==> src/hw/rtl/lfu_pkg.sv <==
// shared types and constants for the lfu cache with lru tie-break
package lfu_pkg;

  localparam int unsigned CAP_DEFAULT    = 16;
  localparam int unsigned KEY_W          = 32;
  localparam int unsigned VAL_W          = 31;
  localparam int unsigned COUNT_W        = 16;
  localparam int unsigned STAMP_W        = 48;
  localparam int unsigned CAPACITY_W     = 5;
  localparam int unsigned RDATA_W        = 32;

  localparam logic [CAPACITY_W-1:0] CAPACITY_RESET = CAPACITY_W'(16);
  localparam logic [COUNT_W-1:0]    COUNT_MAX      = {COUNT_W{1'b1}};

  localparam logic FUNC_GET = 1'b0;
  localparam logic FUNC_PUT = 1'b1;

  typedef struct packed {
    logic             func;
    logic [KEY_W-1:0] lookup_key;
    logic [VAL_W-1:0] write_value;
  } lfu_req_t;

  typedef struct packed {
    logic                      hit;
    logic signed [RDATA_W-1:0] read_value;
    logic                      evicted;
    logic [KEY_W-1:0]          evicted_key;
  } lfu_rsp_t;

  typedef struct packed {
    logic [KEY_W-1:0]   key;
    logic [VAL_W-1:0]   value;
    logic [COUNT_W-1:0] count;
    logic [STAMP_W-1:0] stamp;
  } lfu_entry_t;

  typedef struct packed {
    logic       found;
    logic       have_victim;
    lfu_entry_t hit_entry;
    lfu_entry_t victim_entry;
  } lfu_scan_t;

endpackage

==> src/hw/rtl/lfu_mem.sv <==
// entry memory: one write port, one read port with registered read data
module lfu_mem
  import lfu_pkg::*;
#(
  parameter int unsigned Depth = CAP_DEFAULT,
  parameter int unsigned AddrW = (Depth > 1) ? $clog2(Depth) : 1
) (
  input  logic             clk_i,
  input  logic             we_i,
  input  logic [AddrW-1:0] waddr_i,
  input  lfu_entry_t       wdata_i,
  input  logic             re_i,
  input  logic [AddrW-1:0] raddr_i,
  output lfu_entry_t       rdata_o
);

  lfu_entry_t mem_q [Depth];

  always_ff @(posedge clk_i) begin
    if (we_i) begin
      mem_q[waddr_i] <= wdata_i;
    end
  end

  always_ff @(posedge clk_i) begin
    if (re_i) begin
      rdata_o <= mem_q[raddr_i];
    end
  end

endmodule

==> src/hw/rtl/lfu_scan.sv <==
// scan accumulator: first key match and least-used, oldest victim
module lfu_scan
  import lfu_pkg::*;
#(
  parameter int unsigned AddrW = 4
) (
  input  logic             clk_i,
  input  logic             rst_ni,
  input  logic             clear_i,
  input  logic             valid_i,
  input  logic [AddrW-1:0] idx_i,
  input  lfu_entry_t       entry_i,
  input  logic [KEY_W-1:0] key_i,
  output lfu_scan_t        scan_o,
  output logic [AddrW-1:0] slot_o,
  output logic [AddrW-1:0] victim_o
);

  logic             found_q;
  logic             have_victim_q;
  lfu_entry_t       hit_entry_q;
  lfu_entry_t       victim_entry_q;
  logic [AddrW-1:0] slot_q;
  logic [AddrW-1:0] victim_q;
  logic             take_hit;
  logic             take_victim;

  assign take_hit = valid_i && !found_q && (entry_i.key == key_i);
  assign take_victim = valid_i && (!have_victim_q ||
                       (entry_i.count < victim_entry_q.count) ||
                       ((entry_i.count == victim_entry_q.count) &&
                        (entry_i.stamp < victim_entry_q.stamp)));

  always_ff @(posedge clk_i or negedge rst_ni) begin
    if (!rst_ni) begin
      found_q       <= 1'b0;
      have_victim_q <= 1'b0;
    end else if (clear_i) begin
      found_q       <= 1'b0;
      have_victim_q <= 1'b0;
    end else begin
      if (take_hit) begin
        found_q <= 1'b1;
      end
      if (take_victim) begin
        have_victim_q <= 1'b1;
      end
    end
  end

  always_ff @(posedge clk_i) begin
    if (take_hit) begin
      hit_entry_q <= entry_i;
      slot_q      <= idx_i;
    end
    if (take_victim) begin
      victim_entry_q <= entry_i;
      victim_q       <= idx_i;
    end
  end

  assign scan_o   = '{found: found_q, have_victim: have_victim_q,
                      hit_entry: hit_entry_q, victim_entry: victim_entry_q};
  assign slot_o   = slot_q;
  assign victim_o = victim_q;

endmodule

==> src/hw/rtl/lfu_cache_lru_tiebreak.sv <==
// top level of the lfu key-value cache with lru tie-break
// A command is taken when start is high and busy is low; busy then stays high
// while the single read port of the entry memory is walked one entry per cycle
// over the held entries (at most CAP of them), while the last read data
// returns and while the chosen entry is written back. The result is shown on
// rsp_o with res_valid_o high for exactly one cycle, the first cycle with busy
// low again, and cannot be held off by the receiver. A new command may be given
// in that same cycle.
// Entries are filled in slot order and never freed, so no clearing pass is
// needed after reset.
module lfu_cache_lru_tiebreak
  import lfu_pkg::*;
#(
  parameter int unsigned CAP = CAP_DEFAULT
) (
  input  logic                  clk_i,
  input  logic                  rst_ni,
  input  logic                  start,
  output logic                  busy,
  input  lfu_req_t              req_i,
  output logic                  res_valid_o,
  output lfu_rsp_t              rsp_o,
  input  logic                  cfg_we_i,
  input  logic [CAPACITY_W-1:0] cfg_wdata_i
);

  localparam int unsigned AddrW = (CAP > 1) ? $clog2(CAP) : 1;
  localparam int unsigned FillW = $clog2(CAP + 1);
  localparam int unsigned EffW  = (FillW > CAPACITY_W) ? FillW : CAPACITY_W;

  typedef enum logic [1:0] {
    ST_IDLE,
    ST_SCAN,
    ST_COMMIT
  } state_e;

  state_e                 state_q;
  lfu_req_t               req_q;
  logic [FillW-1:0]       issue_q;
  logic                   rvalid_q;
  logic [AddrW-1:0]       ridx_q;
  logic [FillW-1:0]       fill_q;
  logic [FillW-1:0]       fill_d;
  logic [STAMP_W-1:0]     stamp_q;
  logic [CAPACITY_W-1:0]  capacity_q;
  lfu_rsp_t               rsp_q;
  lfu_rsp_t               rsp_d;
  logic                   res_valid_q;

  logic                   accept;
  logic                   issue;
  logic [EffW-1:0]        eff;
  logic [EffW-1:0]        cap_ext;
  logic [EffW-1:0]        cap_lim;
  logic                   has_room;

  logic                   we;
  logic [AddrW-1:0]       waddr;
  lfu_entry_t             wdata;
  lfu_entry_t             rdata;
  lfu_scan_t              scan;
  logic [AddrW-1:0]       slot;
  logic [AddrW-1:0]       victim;
  logic [COUNT_W-1:0]     count_inc;

  assign accept = start && !busy;
  assign busy   = (state_q != ST_IDLE);
  assign issue  = (state_q == ST_SCAN) && (issue_q != fill_q);

  assign cap_ext  = EffW'(capacity_q);
  assign cap_lim  = EffW'(CAP);
  assign eff      = (cap_ext < cap_lim) ? cap_ext : cap_lim;
  assign has_room = (EffW'(fill_q) < eff);

  assign count_inc = (scan.hit_entry.count == COUNT_MAX) ? scan.hit_entry.count
                                                        : scan.hit_entry.count + 1'b1;

  lfu_mem #(
    .Depth (CAP),
    .AddrW (AddrW)
  ) u_mem (
    .clk_i   (clk_i),
    .we_i    (we),
    .waddr_i (waddr),
    .wdata_i (wdata),
    .re_i    (issue),
    .raddr_i (issue_q[AddrW-1:0]),
    .rdata_o (rdata)
  );

  lfu_scan #(
    .AddrW (AddrW)
  ) u_scan (
    .clk_i    (clk_i),
    .rst_ni   (rst_ni),
    .clear_i  (accept),
    .valid_i  (rvalid_q),
    .idx_i    (ridx_q),
    .entry_i  (rdata),
    .key_i    (req_q.lookup_key),
    .scan_o   (scan),
    .slot_o   (slot),
    .victim_o (victim)
  );

  // commit decision: write-back entry, fill update and result
  always_comb begin
    we                = 1'b0;
    waddr             = slot;
    wdata.key         = req_q.lookup_key;
    wdata.value       = req_q.write_value;
    wdata.count       = count_inc;
    wdata.stamp       = stamp_q;
    fill_d            = fill_q;
    rsp_d.hit         = scan.found;
    rsp_d.read_value  = '1;
    rsp_d.evicted     = 1'b0;
    rsp_d.evicted_key = '0;
    if (state_q == ST_COMMIT) begin
      if (req_q.func == FUNC_GET) begin
        if (scan.found) begin
          we               = 1'b1;
          wdata.value      = scan.hit_entry.value;
          rsp_d.read_value = {1'b0, scan.hit_entry.value};
        end
      end else if (eff != '0) begin
        we = 1'b1;
        if (!scan.found) begin
          wdata.count = COUNT_W'(1);
          if (has_room) begin
            waddr  = fill_q[AddrW-1:0];
            fill_d = fill_q + 1'b1;
          end else begin
            waddr             = victim;
            rsp_d.evicted     = 1'b1;
            rsp_d.evicted_key = scan.victim_entry.key;
          end
        end
      end
    end
  end

  always_ff @(posedge clk_i or negedge rst_ni) begin
    if (!rst_ni) begin
      state_q     <= ST_IDLE;
      issue_q     <= '0;
      rvalid_q    <= 1'b0;
      fill_q      <= '0;
      stamp_q     <= '0;
      capacity_q  <= CAPACITY_RESET;
      res_valid_q <= 1'b0;
      rsp_q       <= '0;
    end else begin
      res_valid_q <= 1'b0;
      rvalid_q    <= issue;
      if (cfg_we_i) begin
        capacity_q <= cfg_wdata_i;
      end
      unique case (state_q)
        ST_IDLE: begin
          if (accept) begin
            issue_q <= '0;
            state_q <= ST_SCAN;
          end
        end
        ST_SCAN: begin
          if (issue) begin
            issue_q <= issue_q + 1'b1;
          end else begin
            state_q <= ST_COMMIT;
          end
        end
        ST_COMMIT: begin
          fill_q      <= fill_d;
          res_valid_q <= 1'b1;
          rsp_q       <= rsp_d;
          if (we) begin
            stamp_q <= stamp_q + 1'b1;
          end
          state_q <= ST_IDLE;
        end
        default: begin
          state_q <= ST_IDLE;
        end
      endcase
    end
  end

  always_ff @(posedge clk_i) begin
    if (accept) begin
      req_q <= req_i;
    end
    if (issue) begin
      ridx_q <= issue_q[AddrW-1:0];
    end
  end

  assign res_valid_o = res_valid_q;
  assign rsp_o       = rsp_q;

endmodule

==> config.mk <==
export PLATFORM = sky130hd
export DESIGN_NAME = lfu_cache_lru_tiebreak
export DESIGN_NICKNAME = d
export VERILOG_FILES = /design/src/hw/rtl/lfu_pkg.sv /design/src/hw/rtl/lfu_mem.sv /design/src/hw/rtl/lfu_scan.sv /design/src/hw/rtl/lfu_cache_lru_tiebreak.sv
export SDC_FILE = /design/constraint.sdc
export NUM_CORES = 2
export LEC_CHECK = 0
export ABC_AREA = 0
export BUFFER_PORTS_ARGS = -buffer_cell sky130_fd_sc_hd__buf_2
export CORE_MARGIN = 2
export CORE_UTILIZATION = 60
export CTS_BUF_LIST = sky130_fd_sc_hd__clkbuf_4
export DETAILED_ROUTE_END_ITERATION = 10
export PLACE_DENSITY_LB_ADDON = 0.3
export SLEW_MARGIN = 20
export SYNTH_ARGS = -nofsm -noshare
export SYNTH_HDL_FRONTEND = slang
export SYNTH_SLANG_ARGS = --single-unit
==> constraint.sdc <==
create_clock -name clk_i -period 18.5 [get_ports clk_i]
set_clock_uncertainty 0.15 [all_clocks]
set_input_delay 1.85 -clock clk_i [delete_from_list [all_inputs] [get_ports clk_i]]
set_output_delay 1.85 -clock clk_i [all_outputs]
set_load 0.01 [all_outputs]
==> results.md <==
* FF/Latch Area at ~75000 um2
* Share of synthesized registers carrying an async set or reset at between 5 and 6%
* Core Area at 157000 um2
* Setup tns final at 0 ns
* Setup crit end kind: flop
* Fin cells at 7157
* DRC at 0
* IO Port Bufs at 140
* RD Place Congestion at 0.780
* CP Data Arrival Time at between 6 and 7 ns
* DRT iter0 DRCs at around 5400
* Post-synth EDFFs at ~2400
* Fraction of layout cells with a size suffix above 1 at a little under two fifths
* Hold-fix buffer count after cts at 0
* Max Clk Rate at around 180 MHz
* Routed Antenna Nets at 0
* Peak VDD IR at ~0.00013 V
* Drt wl/cell at ~28 um
* Buf+Inv Stages, Crit Path at 3
* Final Hold Vio Count at 0
* Clk buf depth at 4
* Post-synthesis mux area share at between 15 and 20%
* Status: finished, final reports clean
* CP top delay family: buffers and inverters
* Leakage power at roughly 35 nW
* Sequential-to-total area share from yosys stat at ~79%
* CTS buffer count at between 600 and 700
* Vias in the first global route at approximately 47000
* Fillers at between 9000 and 10000
* Initial antenna violation count at 5
* Kind of critical path: reg -> reg
* Setup violators final at 0
* Pwr dens at 136 nW/um2
* Gate power share at 18.9%
* Primary FF master, synth: edfxtp_1
* Initial core utilization at 60.5%
* Via count at between 40000 and 50000
* Vias per std cell at 6.32
* Die Wd at around 400 um
* Simple-Gate Fraction of Synth Area at around 1.4%
* First-pass GRT wire length at between 200000 and 300000 um
* IO Pins at 141
* Clock power share at a little under a third
* Largest cells by area after synthesis: edfxtp_1, mux4_2, dfrtp_1, ha_1, xnor2_1
* Sw power at roughly 3.8 mW
* Largest family of logic cells by synthesized area: multiplexers
* CTS HTree Levels at 6
* Layout area overhead at 11.8%
* Chip Height at between 400 and 500 um
* Worst Path Max Fanout at between 40 and 50
* Max Slew Vio Count at 0
* Gate Count Post-Synth at roughly 4000
* CTS tree: built
* Syn Nets at 4141
* Num rows at 145
* P_int at 10.6 mW
* Mean Syn Cell Area at around 24 um2
* Min Tclk post-route at 5.45 ns
* Die area at between 150000 and 200000 um2
* Sink Count at ~2500
* DR pass1 iterations at 6
* Setup Buffers After CTS at 0
* Net Sw Frac at a little over a quarter
* Worst-skew pair later-pin latency at between 1 and 1.5 ns
* Max-Cap Viols at 0
* RSZ-0062 raised after global routing: false
* Critical Path Source Type: flop
* Most used cell, CP: buf_4
* Top cell type's share of synthesized area at about 75%
* Post-CTS resize count at 0
* #FFs+latches synth at about 2500
* WL final at a little over 200000 um
* Worst-Margin Slew at roughly 1.1 ns
* Post-Synth XOR/XNOR Area at less than 1%
* CTS root buffer: clkbuf_4
* Netlist cell types at just over 60
* Synth Area in Adders at less than 1%
* Largest net degree at the start of global routing at between 100 and 150
* Relative slew margins at between 20% and 30%
* Critical Path, Cell by Cell: inv_1 > nand2_1 > ha_1 > and3_1 > a221o_1 > a21oi_4 > mux2i_1 > a21oi_2 > nor4_4 > buf_4 > buf_4
* Dpl hpwl at just under 100000 um
* Hold Path Class: reg -> reg
* Synth area leader: edfxtp_1
* Tot GR Track Use at between 20 and 30%
* Ys Warns at 0
* Worst-path clk slew at 0.07 ns
* Period utilisation layout at a little under 30%
* Sequential power share at approximately 50%
* Synth Area in Compound Gates at ~1.2%
* Final net count at 4800
* Req. time, crit path at 19.28 ns
* Crit-path max cell delay at roughly 0.86 ns
* CP max-delay cell: buf_4
* Placed cells at around 6000
* Mapped Area at 94700 um2
* Grt ovf at 0
* Area of the multi-input gates at just under 20000 um2
per-stage QoR:
step	power [mW]	area, um2	util (%)	hold slack [ns]	setup WS (ns)
floorplan	9.25	94700	-	0.250	3.14
global placement	10.0	98300	62.8	0.255	12.85
detailed placement	10.1	98300	62.8	0.256	12.76
CTS	14.5	106000	67.6	0.258	12.70
global route	15.0	106000	67.6	0.261	12.86
finish	14.4	106000	67.6	0.256	13.05
layout make-up:
cell class                      count  area share, %
Sequential cell                  2513           70.6
Multi-Input combinational cell   1243           18.1
Clock buffer                      904           6.41
Tap cell                         2058           2.43
Timing Repair Buffer              217           1.37
Clock inverter                    145          0.760
Inverter                           72          0.265
Antenna cell                        5         0.0118
power by group through the flow:
stage	Clock, mW	Sequential, mW	Combinational, mW
after floorplan	0	7.19	2.07
after global placement	0	7.32	2.70
after detailed placement	0	7.34	2.75
after CTS	4.53	7.22	2.76
after global routing	4.82	7.26	2.93
final	4.43	7.22	2.72
sequential cells by signal (all words and copies together), names as in the netlist:
| name | count |
|---|---|
| cap_ext | 5 |
| res_valid_o | 1 |
| u_scan.victim_o | 4 |
| issue_q | 5 |
| state_q | 2 |
| fill_q | 5 |
| req_q | 64 |
| ridx_q | 4 |
| stamp_q | 48 |
| u_mem.rdata_o | 127 |
| u_scan.slot_o | 4 |
| u_scan.have_victim_q | 1 |
| u_scan.found_q | 1 |
| u_scan.scan_o | 143 |
| u_mem.mem_q | 2032 |
| rsp_o | 66 |
| rvalid_q | 1 |
synth_stat cells (3+ instances only):
cell,number
and2_1,5
o21ai_0,10
a21o_1,8
xor2_1,37
nor4_1,15
o211ai_1,5
a21oi_2,3
a21oi_1,26
buf_1,51
nor4_2,8
dfrtp_1,134
nor3_1,7
o21a_1,4
mux2_2,36
nor2_1,46
edfxtp_1,2378
o22a_1,31
a31oi_1,3
mux2i_1,4
nand2b_1,5
ha_1,71
mux4_2,635
and3_1,17
nand4_1,36
and4_1,8
nor3b_1,3
xnor2_1,63
inv_1,71
or2_2,3
clkbuf_1,107
buf_2,11
nand3_1,30
a22o_1,32
nand2_1,54
or3_1,3
worst register-to-register path, stage by stage (launching register included):
cell and delay, ns:
dfstp_2 0.53, inv_1 0.09, nand2_1 0.07, ha_1 0.23, and3_1 0.19, a221o_1 0.39, a21oi_4 0.30, mux2i_1 0.32
a21oi_2 0.24, nor4_4 0.81, buf_4 0.87, buf_4 0.83
per-layer routing:
layer	global-route usage [%]	vias to the layer above	share of wire [%]
met3	5.39	286	9.0
li1	-	18677	-
met1	36.7	23829	40
met4	7.98	0	2.0
met2	40.1	2442	49
met5	0	-	0
cell families after synthesis:
family	count (synthesis)
AOI/OAI and AO/OA	148
adders and majority gates	71
and+or+nand+nor	249
buffers and inverters	241
muxes	675
DFF	2513
xor gates and xnor gates	100
cell usage in the layout (no fill, tap or decap), drive strengths merged, types with 23 or more instances in the layout:
master and n:
a21oi 30, a22o 32, buf 216, clkbuf 905, clkinv 116, dfrtp 134, edfxtp 2378, ha 71
inv 90, mux2 36, mux4 635, nand2 54, nand3 30, nand4 36, nor2 46, nor4 23
o22a 31, xnor2 63, xor2 37
final timing paths:
path,slack [ns],to,startpoint,depth (start not counted)
worst max-delay path,13.05,u_mem.mem_q[7][32]$_DFFE_PP_,cap_ext[4]$_DFFE_PN1P_,11
worst min-delay path,0.26,u_scan.victim_o[2]$_DFFE_PP_,ridx_q[2]$_DFFE_PP_,0
worst max register to register,13.05,u_mem.mem_q[7][32]$_DFFE_PP_,cap_ext[4]$_DFFE_PN1P_,11
worst min register to register,0.26,u_scan.victim_o[2]$_DFFE_PP_,ridx_q[2]$_DFFE_PP_,0
max in group asynchronous,16.19,issue_q[3]$_DFFE_PN0P_,rst_ni,2
min in group asynchronous,0.48,rsp_o[11]$_DFFE_PN0P_,rst_ni,1
(Power assumes the default switching activity.)
